File: src/hdl/rqs_pkg.sv
// Ready-queue scheduler package: queue entry and result record types,
// policy, result and config index codes, defaults, sequencer states. No dependencies.
package rqs_pkg;

  localparam int unsigned QueueDepthDef = 16;

  localparam logic [1:0] POL_FCFS = 2'd0;
  localparam logic [1:0] POL_SJF  = 2'd1;
  localparam logic [1:0] POL_SRTF = 2'd2;
  localparam logic [1:0] POL_RR   = 2'd3;

  localparam logic [1:0] KIND_DONE     = 2'd0;
  localparam logic [1:0] KIND_FULL     = 2'd1;
  localparam logic [1:0] KIND_ZERO_BST = 2'd2;

  localparam logic [0:0] CFG_POLICY  = 1'b0;
  localparam logic [0:0] CFG_QUANTUM = 1'b1;

  localparam logic [7:0] QuantumRst = 8'd4;

  typedef struct packed {
    logic [7:0]  task_id;
    logic [15:0] arrival;
    logic [11:0] burst;
    logic [11:0] remaining;
    logic [15:0] start;
    logic        started;
    logic [15:0] wait_cnt;
  } slot_t;

  typedef struct packed {
    logic        valid;
    logic [7:0]  id;
    logic [15:0] arrival;
    logic [11:0] burst;
    logic [15:0] start;
    logic [15:0] fin;
    logic [15:0] wait_cnt;
    logic [1:0]  kind;
  } rec_t;

  typedef enum logic [2:0] {
    ST_IDLE,
    ST_INS_RD,
    ST_INS_CMP,
    ST_INS_WR,
    ST_HEAD_UPD,
    ST_WT_RD,
    ST_WT_WR,
    ST_FINISH
  } state_e;

endpackage

File: src/hdl/rqs_seq.sv
// Ready-queue sequencer: circular queue memory plus the FSM that walks it
// for sorted insertion, wait-count sweep and head retire/rotate.
// Depends on rqs_pkg.
module rqs_seq #(
  parameter int unsigned QUEUE_DEPTH = rqs_pkg::QueueDepthDef
) (
  input  logic              clk_i,
  input  logic              rst_ni,
  input  logic              start_i,
  input  logic              mode_i,
  input  logic [7:0]        new_id_i,
  input  logic [11:0]       new_burst_i,
  input  logic [1:0]        policy_i,
  input  logic [7:0]        quantum_i,
  output logic              busy_o,
  output rqs_pkg::rec_t     rec_o
);

  localparam int unsigned IW = (QUEUE_DEPTH > 1) ? $clog2(QUEUE_DEPTH) : 1;
  localparam int unsigned CW = $clog2(QUEUE_DEPTH + 1);
  localparam logic [CW-1:0] DepthC = CW'(QUEUE_DEPTH);

  rqs_pkg::slot_t mem [QUEUE_DEPTH];
  rqs_pkg::slot_t rdata_q;
  logic           we;
  logic [IW-1:0]  waddr, raddr;
  rqs_pkg::slot_t wdata;

  rqs_pkg::state_e state_q, state_d;
  logic [IW-1:0]   head_q, head_d;
  logic [CW-1:0]   count_q, count_d;
  logic [CW-1:0]   pos_q, pos_d;
  logic [15:0]     time_q, time_d;
  logic [7:0]      slice_q, slice_d;
  rqs_pkg::slot_t  item_q, item_d;
  rqs_pkg::slot_t  hslot_q, hslot_d;

  // logical offset from head -> physical slot
  function automatic logic [IW-1:0] phys(input logic [IW-1:0] hd, input logic [CW-1:0] off);
    logic [CW:0] sum;
    sum = {{(CW+1-IW){1'b0}}, hd} + {1'b0, off};
    if (sum >= {1'b0, DepthC}) sum = sum - {1'b0, DepthC};
    return sum[IW-1:0];
  endfunction

  always_ff @(posedge clk_i) begin
    if (we) mem[waddr] <= wdata;
    rdata_q <= mem[raddr];
  end

  always_ff @(posedge clk_i or negedge rst_ni) begin
    if (!rst_ni) begin
      state_q <= rqs_pkg::ST_IDLE;
      head_q  <= '0;
      count_q <= '0;
      time_q  <= '0;
      slice_q <= '0;
    end else begin
      state_q <= state_d;
      head_q  <= head_d;
      count_q <= count_d;
      time_q  <= time_d;
      slice_q <= slice_d;
    end
  end

  always_ff @(posedge clk_i) begin
    pos_q   <= pos_d;
    item_q  <= item_d;
    hslot_q <= hslot_d;
  end

  logic [CW-1:0] limit;
  logic [11:0]   key;
  logic [7:0]    slice_inc;
  logic [CW-1:0] pos_m1;

  assign limit     = (policy_i == rqs_pkg::POL_SJF) ? CW'(1) : '0;
  assign key       = (policy_i == rqs_pkg::POL_SJF) ? rdata_q.burst : rdata_q.remaining;
  assign slice_inc = slice_q + 8'd1;
  assign pos_m1    = pos_q - CW'(1);
  assign busy_o    = (state_q != rqs_pkg::ST_IDLE);

  always_comb begin
    state_d = state_q;
    head_d  = head_q;
    count_d = count_q;
    pos_d   = pos_q;
    time_d  = time_q;
    slice_d = slice_q;
    item_d  = item_q;
    hslot_d = hslot_q;
    we      = 1'b0;
    waddr   = head_q;
    wdata   = item_q;
    raddr   = head_q;
    rec_o   = '0;

    case (state_q)
      rqs_pkg::ST_IDLE: begin
        if (start_i) begin
          if (mode_i) begin
            if (count_q == '0) begin
              time_d  = time_q + 16'd1;
              slice_d = '0;
            end else begin
              raddr   = head_q;
              state_d = rqs_pkg::ST_HEAD_UPD;
            end
          end else if (new_burst_i == '0 || count_q == DepthC) begin
            rec_o.valid   = 1'b1;
            rec_o.id      = new_id_i;
            rec_o.arrival = time_q;
            rec_o.burst   = new_burst_i;
            rec_o.kind    = (new_burst_i == '0) ? rqs_pkg::KIND_ZERO_BST
                                                : rqs_pkg::KIND_FULL;
          end else begin
            item_d = '{task_id: new_id_i, arrival: time_q, burst: new_burst_i,
                       remaining: new_burst_i, start: '0, started: 1'b0,
                       wait_cnt: '0};
            pos_d  = count_q;
            if ((policy_i == rqs_pkg::POL_SJF || policy_i == rqs_pkg::POL_SRTF)
                && count_q > limit) begin
              state_d = rqs_pkg::ST_INS_RD;
            end else begin
              state_d = rqs_pkg::ST_INS_WR;
            end
          end
        end
      end
      rqs_pkg::ST_INS_RD: begin
        raddr   = phys(head_q, pos_m1);
        state_d = rqs_pkg::ST_INS_CMP;
      end
      rqs_pkg::ST_INS_CMP: begin
        if (item_q.burst < key) begin
          // shift the larger key one place back
          we      = 1'b1;
          waddr   = phys(head_q, pos_q);
          wdata   = rdata_q;
          pos_d   = pos_m1;
          state_d = (pos_m1 > limit) ? rqs_pkg::ST_INS_RD : rqs_pkg::ST_INS_WR;
        end else begin
          state_d = rqs_pkg::ST_INS_WR;
        end
      end
      rqs_pkg::ST_INS_WR: begin
        we      = 1'b1;
        waddr   = phys(head_q, pos_q);
        wdata   = item_q;
        count_d = count_q + CW'(1);
        state_d = rqs_pkg::ST_IDLE;
      end
      rqs_pkg::ST_HEAD_UPD: begin
        hslot_d = rdata_q;
        if (!rdata_q.started) begin
          hslot_d.start   = time_q;
          hslot_d.started = 1'b1;
        end
        hslot_d.remaining = rdata_q.remaining - 12'd1;
        pos_d   = CW'(1);
        state_d = (count_q > CW'(1)) ? rqs_pkg::ST_WT_RD : rqs_pkg::ST_FINISH;
      end
      rqs_pkg::ST_WT_RD: begin
        raddr   = phys(head_q, pos_q);
        state_d = rqs_pkg::ST_WT_WR;
      end
      rqs_pkg::ST_WT_WR: begin
        we    = 1'b1;
        waddr = phys(head_q, pos_q);
        wdata = rdata_q;
        if (rdata_q.wait_cnt != 16'hFFFF) wdata.wait_cnt = rdata_q.wait_cnt + 16'd1;
        pos_d   = pos_q + CW'(1);
        state_d = ((pos_q + CW'(1)) < count_q) ? rqs_pkg::ST_WT_RD : rqs_pkg::ST_FINISH;
      end
      rqs_pkg::ST_FINISH: begin
        time_d  = time_q + 16'd1;
        state_d = rqs_pkg::ST_IDLE;
        if (hslot_q.remaining == '0) begin
          rec_o.valid    = 1'b1;
          rec_o.id       = hslot_q.task_id;
          rec_o.arrival  = hslot_q.arrival;
          rec_o.burst    = hslot_q.burst;
          rec_o.start    = hslot_q.start;
          rec_o.fin      = time_q + 16'd1;
          rec_o.wait_cnt = hslot_q.wait_cnt;
          rec_o.kind     = rqs_pkg::KIND_DONE;
          head_d  = phys(head_q, CW'(1));
          count_d = count_q - CW'(1);
          slice_d = '0;
        end else if (policy_i == rqs_pkg::POL_RR && slice_inc >= quantum_i) begin
          // rotate head to tail
          we      = 1'b1;
          waddr   = phys(head_q, count_q);
          wdata   = hslot_q;
          head_d  = phys(head_q, CW'(1));
          slice_d = '0;
        end else begin
          we      = 1'b1;
          waddr   = head_q;
          wdata   = hslot_q;
          slice_d = (policy_i == rqs_pkg::POL_RR) ? slice_inc : '0;
        end
      end
      default: state_d = rqs_pkg::ST_IDLE;
    endcase
  end

  a_count_bound: assert property (@(posedge clk_i) disable iff (!rst_ni)
    count_q <= DepthC) else $error("queue count above depth");

  a_rec_state: assert property (@(posedge clk_i) disable iff (!rst_ni)
    rec_o.valid |-> (state_q == rqs_pkg::ST_IDLE || state_q == rqs_pkg::ST_FINISH))
    else $error("result outside idle/finish");

  a_finish_nonempty: assert property (@(posedge clk_i) disable iff (!rst_ni)
    state_q == rqs_pkg::ST_FINISH |-> count_q != '0)
    else $error("retire on empty queue");

  a_ins_room: assert property (@(posedge clk_i) disable iff (!rst_ni)
    state_q == rqs_pkg::ST_INS_WR |-> count_q < DepthC)
    else $error("insert into full queue");

endmodule

File: src/hdl/ready_queue_scheduler.sv
// Ready-queue scheduler (FCFS, SJF, SRTF, round robin): a transaction is taken
// when start_i is high and busy_o low. A rejected arrival is answered from the
// idle state; an appended one is written after a read/compare pass over each queue
// entry whose key is compared under SJF/SRTF; a tick on an empty queue only
// advances time, else it updates the head and walks the queue memory one entry
// per read/write pair. Each result is shown for one cycle with result_valid_o,
// in the cycle after the transaction ends; the receiver cannot stall it.
// Depends on rqs_pkg, rqs_seq.
module ready_queue_scheduler #(
  parameter int unsigned QUEUE_DEPTH = rqs_pkg::QueueDepthDef
) (
  input  logic        clk_i,
  input  logic        rst_ni,
  input  logic        start_i,
  output logic        busy_o,
  input  logic        mode_i,
  input  logic [7:0]  new_id_i,
  input  logic [11:0] new_burst_i,
  input  logic        cfg_we_i,
  input  logic [0:0]  cfg_idx_i,
  input  logic [7:0]  cfg_wdata_i,
  output logic        result_valid_o,
  output logic [7:0]  done_id_o,
  output logic [15:0] done_arrival_o,
  output logic [11:0] done_burst_o,
  output logic [15:0] done_start_o,
  output logic [15:0] done_end_o,
  output logic [15:0] done_wait_o,
  output logic [1:0]  result_kind_o
);

  logic [1:0]    policy_q;
  logic [7:0]    quantum_q;
  logic          rec_vld_q;
  rqs_pkg::rec_t rec, rec_q;

  always_ff @(posedge clk_i or negedge rst_ni) begin
    if (!rst_ni) begin
      policy_q  <= rqs_pkg::POL_FCFS;
      quantum_q <= rqs_pkg::QuantumRst;
      rec_vld_q <= 1'b0;
    end else begin
      if (cfg_we_i && cfg_idx_i == rqs_pkg::CFG_POLICY)  policy_q  <= cfg_wdata_i[1:0];
      if (cfg_we_i && cfg_idx_i == rqs_pkg::CFG_QUANTUM) quantum_q <= cfg_wdata_i;
      rec_vld_q <= rec.valid;
    end
  end

  always_ff @(posedge clk_i) begin
    if (rec.valid) begin
      rec_q <= rec;
    end
  end

  rqs_seq #(.QUEUE_DEPTH(QUEUE_DEPTH)) u_seq (
    .clk_i       (clk_i),
    .rst_ni      (rst_ni),
    .start_i     (start_i),
    .mode_i      (mode_i),
    .new_id_i    (new_id_i),
    .new_burst_i (new_burst_i),
    .policy_i    (policy_q),
    .quantum_i   (quantum_q),
    .busy_o      (busy_o),
    .rec_o       (rec)
  );

  assign result_valid_o = rec_vld_q;
  assign done_id_o      = rec_q.id;
  assign done_arrival_o = rec_q.arrival;
  assign done_burst_o   = rec_q.burst;
  assign done_start_o   = rec_q.start;
  assign done_end_o     = rec_q.fin;
  assign done_wait_o    = rec_q.wait_cnt;
  assign result_kind_o  = rec_q.kind;

endmodule

File: config.mk
export PLATFORM = sky130hd
export DESIGN_NAME = ready_queue_scheduler
export DESIGN_NICKNAME = d
export VERILOG_FILES = /design/src/hdl/rqs_pkg.sv /design/src/hdl/rqs_seq.sv /design/src/hdl/ready_queue_scheduler.sv
export SDC_FILE = /design/constraint.sdc
export NUM_CORES = 2
export LEC_CHECK = 0
export ABC_AREA = 0
export BUFFER_PORTS_ARGS = -buffer_cell sky130_fd_sc_hd__buf_2
export CAP_MARGIN = 10
export CORE_UTILIZATION = 55
export DETAILED_ROUTE_END_ITERATION = 10
export PLACE_DENSITY_LB_ADDON = 0.3
export SLEW_MARGIN = 20
export SYNTH_ARGS = -nofsm -noshare
export SYNTH_HDL_FRONTEND = slang
export SYNTH_SLANG_ARGS = --single-unit
File: constraint.sdc
create_clock -name clk_i -period 14.2 [get_ports clk_i]
set_input_delay 2.84 -clock clk_i [delete_from_list [all_inputs] [get_ports clk_i]]
set_output_delay 2.84 -clock clk_i [all_outputs]
set_load 0.03 [all_outputs]
# Word level (Yosys, flattened, before mapping)
# Memory sizes are Yosys's and may differ from the RTL's. A register that Yosys moved wholly into a read port is not among the register bits.
# Cells that the tools add are included.
# op_classes
addsub	16
multipliers	0
div_mod_pow	0
n_lt_le_gt_ge	10
n_eq_ne	21
shifts	0
n_mux	61
bitwise_logic	3
reduce_logical	24
# op_table
cell	n
81-bit one-hot mux with 3 select lines	1
81-bit 2-to-1 mux	2
37-bit 2-to-1 mux	3
87-bit 2-to-1 mux	1
37-bit one-hot mux with 2 select lines	1
16-bit 2-to-1 mux	4
8-bit 2-to-1 mux	6
4-bit 2-to-1 mux	9
16-bit by 1-bit adder with 16-bit output, second input constant	2
16-bit one-hot mux with 2 select lines	1
5-bit 2-to-1 mux	5
12-bit zero test	2
3-bit one-hot mux with 7 select lines	1
5-bit one-hot mux with 4 select lines	1
4-bit by 5-bit adder with 6-bit output	3
6-bit by 5-bit >= comparator with 1-bit output, second input constant	3
17-bit 2-to-1 mux	1
2-bit 2-to-1 mux	8
16-bit inequality test, second input constant	1
8-bit one-hot mux with 2 select lines	1
4-bit by 1-bit subtractor with 4-bit output, second input constant	4
3-bit 2-to-1 mux	5
3-bit == test, second input constant	4
12-bit < comparator	1
38 further kinds	65
# totals
ff_bits	255
latchBits	0
ramBits	1296
rom_bits	0
inputBits	34
wordCells	162
memories	1
# mem_list
memory	words	word_bits	read_ports	rd_ports_with_merged_regs	wr	line_no	rtl
u_seq.mem	16	81	1	1	1	rqs_seq.sv:23	rqs_pkg::slot_t mem [QUEUE_DEPTH];

# Logic depth before layout (Yosys ltp)
# logic_depth
word_depth	9
ltp_mapped	14
depth_no_buf	12

# By module
# Synthesis repeated with hierarchy kept, for this count alone.
# unflattened
cells_unflattened	3303
area_unflattened_um2	63676.1
# modules_own_cells
mod	instances	cells_each	area_per_inst_um2	seq_area_each_um2
rqs_seq	1	3194	60656.9	45073.2
ready_queue_scheduler	1	109	3019.1	2859.0

# Worst setup path after synthesis
# Ideal clock, no wire load.
# synth_timing
path_type	register -> register
startpoint	register policy_q[1]
endpoint	memory u_seq.mem[5][0] in the netlist's numbering, enable pin
setup_time_ns	0.748
arrival_ns	11.668
t_required_ns	13.452
slack_ns	1.784
path_stages_with_launch	14
n_path_buf	2
path_cell_list	dfrtp_1 -> inv_1 -> ha_1 -> buf_1 -> mux2i_1 -> ha_1 -> a21o_1 -> a21o_1 -> a2111o_1 -> o21ai_0 -> nand3_1 -> nand3b_1 -> buf_1 -> nor4b_1
# synth_via
elab_chain_cells	7
elab_cells_between_ends	13
cone_classes	1 x order compare; 2 x eq/ne; 9 x mux; 1 x reduce/logical
# synth_rtl
element	line_no	rtl
from (decl)	ready_queue_scheduler.sv:32	logic [1:0] policy_q;
from (signal assigned)	ready_queue_scheduler.sv:39	policy_q <= rqs_pkg::POL_FCFS;
from (signal assigned)	ready_queue_scheduler.sv:43	if (cfg_we_i && cfg_idx_i == rqs_pkg::CFG_POLICY) policy_q <= cfg_wdata_i[1:0];
2-bit by 1-bit == test with 1-bit output	rqs_seq.sv:79	assign key = (policy_i == rqs_pkg::POL_SJF) ? rdata_q.burst : rdata_q.remaining;
12-bit 2-to-1 mux	rqs_seq.sv:79	
12-bit < comparator	rqs_seq.sv:136	if (item_q.burst < key) begin
1-bit 2-to-1 mux	rqs_seq.sv:136	
1-bit one-hot mux with 3 select lines	rqs_seq.sv:99	case (state_q)
1-bit 2-to-1 mux	rqs_seq.sv:47	if (we) mem[waddr] <= wdata;
1-bit 2-to-1 mux (not written as such)	rqs_seq.sv:47	
to (decl)	rqs_seq.sv:23	
# Parallel ways exist; a longest one is shown, timed or not.

# Worst setup path in the final report
# layout_timing
startpoint	register policy_q[1]
endpoint	memory u_seq.mem[3][6] in the netlist's numbering, enable pin
# Same word-level chain as after synthesis.

==> impl_metrics.ini <==
[timing]
slew_violations = 0
clock_skew_ns = 0.0260
worstMarginPinSlew_ns = 1.12
max_freq_ghz = 0.147
final.period_utilization_pct = 48.0
worst_hold_slack_ns = 0.436
setup_viol = 0
slew_headroom_pct = 25.5
timing.setup.tns_ns = 0
hold_viol = 0
rsz0062_at_grt = no
post-route-min-period_ns = 6.82

[global_routing]
grt_pass1_wl_microns = 222000
antenna_found_initial = 14
grt-ovfl-total = 0
grt_max_degree = 150
first_global_vias = 32500
grt_util_all_layers_pct = 26.6

[logic_synthesis]
synth_top_cell_by_area = edfxtp_1
ys_seq_elements = 1631
synth_xor_area_share_pct = 0.945
yosys_warnings = 0
synth_nets = 3051
synth_fa_ha_area_share_pct = 1.01
syn_inst = 2968
synth.most_common_cell = edfxtp_1
synth_compound_area_share_pct = 2.79
yosys.area_share.simple_pct = 2.95
syn_avg_cell_area_sq_um = 21.2
synth_ff_type = edfxtp_1
yosys.area.top_type_share_pct = 71.6
synthDistinctLibCells = 66
synth_mux_area_share_pct = 15.1
ys_async_sr_fraction_pct = 2.88
synth_top_family_by_area = multiplexers
synthTopCellsByArea = edfxtp_1 (72%), mux4_2 (14%), dfxtp_1 (2.6%), dfrtp_1 (1.8%), ha_1 (0.91%)
ys_top_cells_by_count = edfxtp_1 (1503), mux4_2 (405), nand2_1 (119)
yosysSeqAreaShare_pct = 76.0
synth_edf_count = 1503
synth.cell_area_sq_mm = 0.0630

[drt]
dr.pass1.iters = 5
drc = 0
met3_length_microns = 16900
dr_wl_met2_microns = 72300
drt_iter0_markers = 4423
highest_layer = met5
wl_per_cell_microns = 31.7
via_per_inst = 6.66
antenna_left = 0
routed_wl_microns = 152000
via_count = 32000
wl_met1_microns = 59300

[worst_setup_path]
reg2reg_from = policy_q[1]$_DFFE_PN0P_
cp.required_ns = 14.58
startpoint_type = flip-flop
arrival_ns = 7.20
crit_type = flip-flop to flip-flop
reg2reg_slack_ns = 7.38
reg2regPathDepth = 12
critPathMaxFanout = 42
r2r-end = u_seq.mem[3][6]$_DFFE_PP_
critPathCaptureType = flip-flop

[clock_tree]
numCtsBuffers = 158
cts_resized = 0
clockBufferDepth = 3
root_buffer = clkbuf_16
tritoncts = built
clk_latency_ns = 0.77
clkTransAtPathRegs_ns = 0.06
clock_sinks = 1631
ctsHoldBuffers = 0
post_cts_buffers = 0
htree_levels = 4

[final_layout]
final_cells = 4811
final_core_util_pct = 62.8
fin_area_sq_mm = 0.0710
drive_above_1_share_pct = 26.8
fillers = 7338
multiInputGateArea_sq_mm = 0.0146
synthToLayoutAreaGrowth_pct = 12.7
seq_area_sq_mm = 0.0479
n_antenna_cell = 0
final_net_count = 3257

[floorplanning]
io_pins = 122
start_util_pct = 55.7
fp.coreArea_sq_mm = 0.113
die_w_microns = 341
rows = 123
dieArea_sq_mm = 0.116
fp.dieH_microns = 341

[place]
dp.cells = 4511
gp_congestion = 0.913
post-dp-hpwl_microns = 85000
port_buffers = 121
dpl_cell_area_sq_mm = 0.0657

[min_path]
whs_endpoint = u_seq.hslot_q[64]$_DFFE_PP_
holdPathStages = 0
hp-class = flip-flop to flip-flop
hp-start = u_seq.rdata_q[64]$_DFF_P_

[power_and_ir_drop]
power_density_mw_per_mm2 = 239
leakage_nw = 23.5
irDropWorstVdd_uv = 259

[job]
cap_violations = 0

[status]
status = finished clean
-- registers in the layout (all words and copies together) (netlist names), 12 cells and up --
signal and flops:
u_seq.hslot_q 80, done_wait_o 16, u_seq.time_q 16, done_start_o 16, u_seq.item_q 36, done_burst_o 12, u_seq.rdata_q 81, done_arrival_o 16
done_end_o 16, u_seq.mem 1296
-- how the worst max path moves through the flow --
stage / start / end / slack, ns / cells after the start
floorplan: policy_q[1]$_DFFE_PN0P_ / u_seq.mem[5][0]$_DFFE_PP_ / 1.78 / 13
global placement: policy_q[1]$_DFFE_PN0P_ / u_seq.mem[3][7]$_DFFE_PP_ / 7.53 / 12
detailed placement: policy_q[1]$_DFFE_PN0P_ / u_seq.mem[3][6]$_DFFE_PP_ / 7.43 / 12
CTS: policy_q[1]$_DFFE_PN0P_ / u_seq.mem[3][63]$_DFFE_PP_ / 7.41 / 12
global route: policy_q[1]$_DFFE_PN0P_ / u_seq.mem[3][28]$_DFFE_PP_ / 7.14 / 12
finish: policy_q[1]$_DFFE_PN0P_ / u_seq.mem[3][6]$_DFFE_PP_ / 7.38 / 12
-- worst max-delay path: stages (launching register included) --
cell,delay [ns]
dfrtp_1,0.38
inv_1,0.08
ha_1,0.77
mux2i_1,0.28
ha_1,0.28
a2111oi_0,0.43
o211ai_1,0.22
and3_1,0.31
nor3_4,0.74
or3_1,0.24
or4b_1,0.77
and4bb_4,1.13
buf_4,0.76
-- stage by stage --
| step | total power, W | worst slack [ns] |
|---|---|---|
| 3_5_place_dp | 0.0127 | 7.43 |
| 5_1_grt | 0.0175 | 7.14 |
| 2_1_floorplan | 0.0110 | 1.78 |
| 4_1_cts | 0.0170 | 7.41 |
| 6_report | 0.0169 | 7.38 |
| 3_3_place_gp | 0.0126 | 7.53 |
-- cell type report --
| class | count | share of cell area, % |
|---|---|---|
| clock buffers | 245 | 6.69 |
| clock inverters | 52 | 0.701 |
| inverters | 31 | 0.164 |
| multi-input cells | 1155 | 20.5 |
| flip-flops and latches | 1631 | 67.5 |
| well taps | 1500 | 2.64 |
| repair buffers | 197 | 1.77 |
-- kinds of logic (layout without fill, tap and decap cells) --
logic type,count (synthesis),count (layout)
DFF,1631,1631
muxes,443,443
and+or+nand+nor,360,360
AOI/OAI and AO/OA,235,235
buffers and inverters,182,525
xor gates and xnor gates,68,68
adders and majority gates,49,49
-- power by group --
group          internal, W  leakage (nW)  total [W]  switching (W)
clock              0.00247          2.57    0.00420        0.00174
combinational      0.00251          6.06    0.00574        0.00323
sequential         0.00663          14.8    0.00700       0.000371
total               0.0116          23.5     0.0169        0.00534
-- routing by layer --
layer | up-vias | global-route usage (%)
met5 | - | 0.327
met4 | 10 | 7.70
met3 | 279 | 6.31
met2 | 1999 | 40.9
met1 | 16900 | 38.5
li1 | 12800 | -
-- cells in the final DEF (no fill, tap or decap), drive strengths merged, types with 25 or more instances in the layout --
cell type	Yosys	final
clkinv	0	38
clkbuf	101	247
nand3	26	26
xnor2	43	43
dfxtp	81	81
dfrtp	46	46
a221o	31	31
a21oi	33	33
xor2	25	25
a22oi	30	30
buf	50	195
nor2	61	61
a22o	52	52
inv	31	34
and3	51	51
edfxtp	1503	1503
o21ai	37	37
nand2	119	119
ha	46	46
mux4	405	405
(Power assumes the default switching activity.)
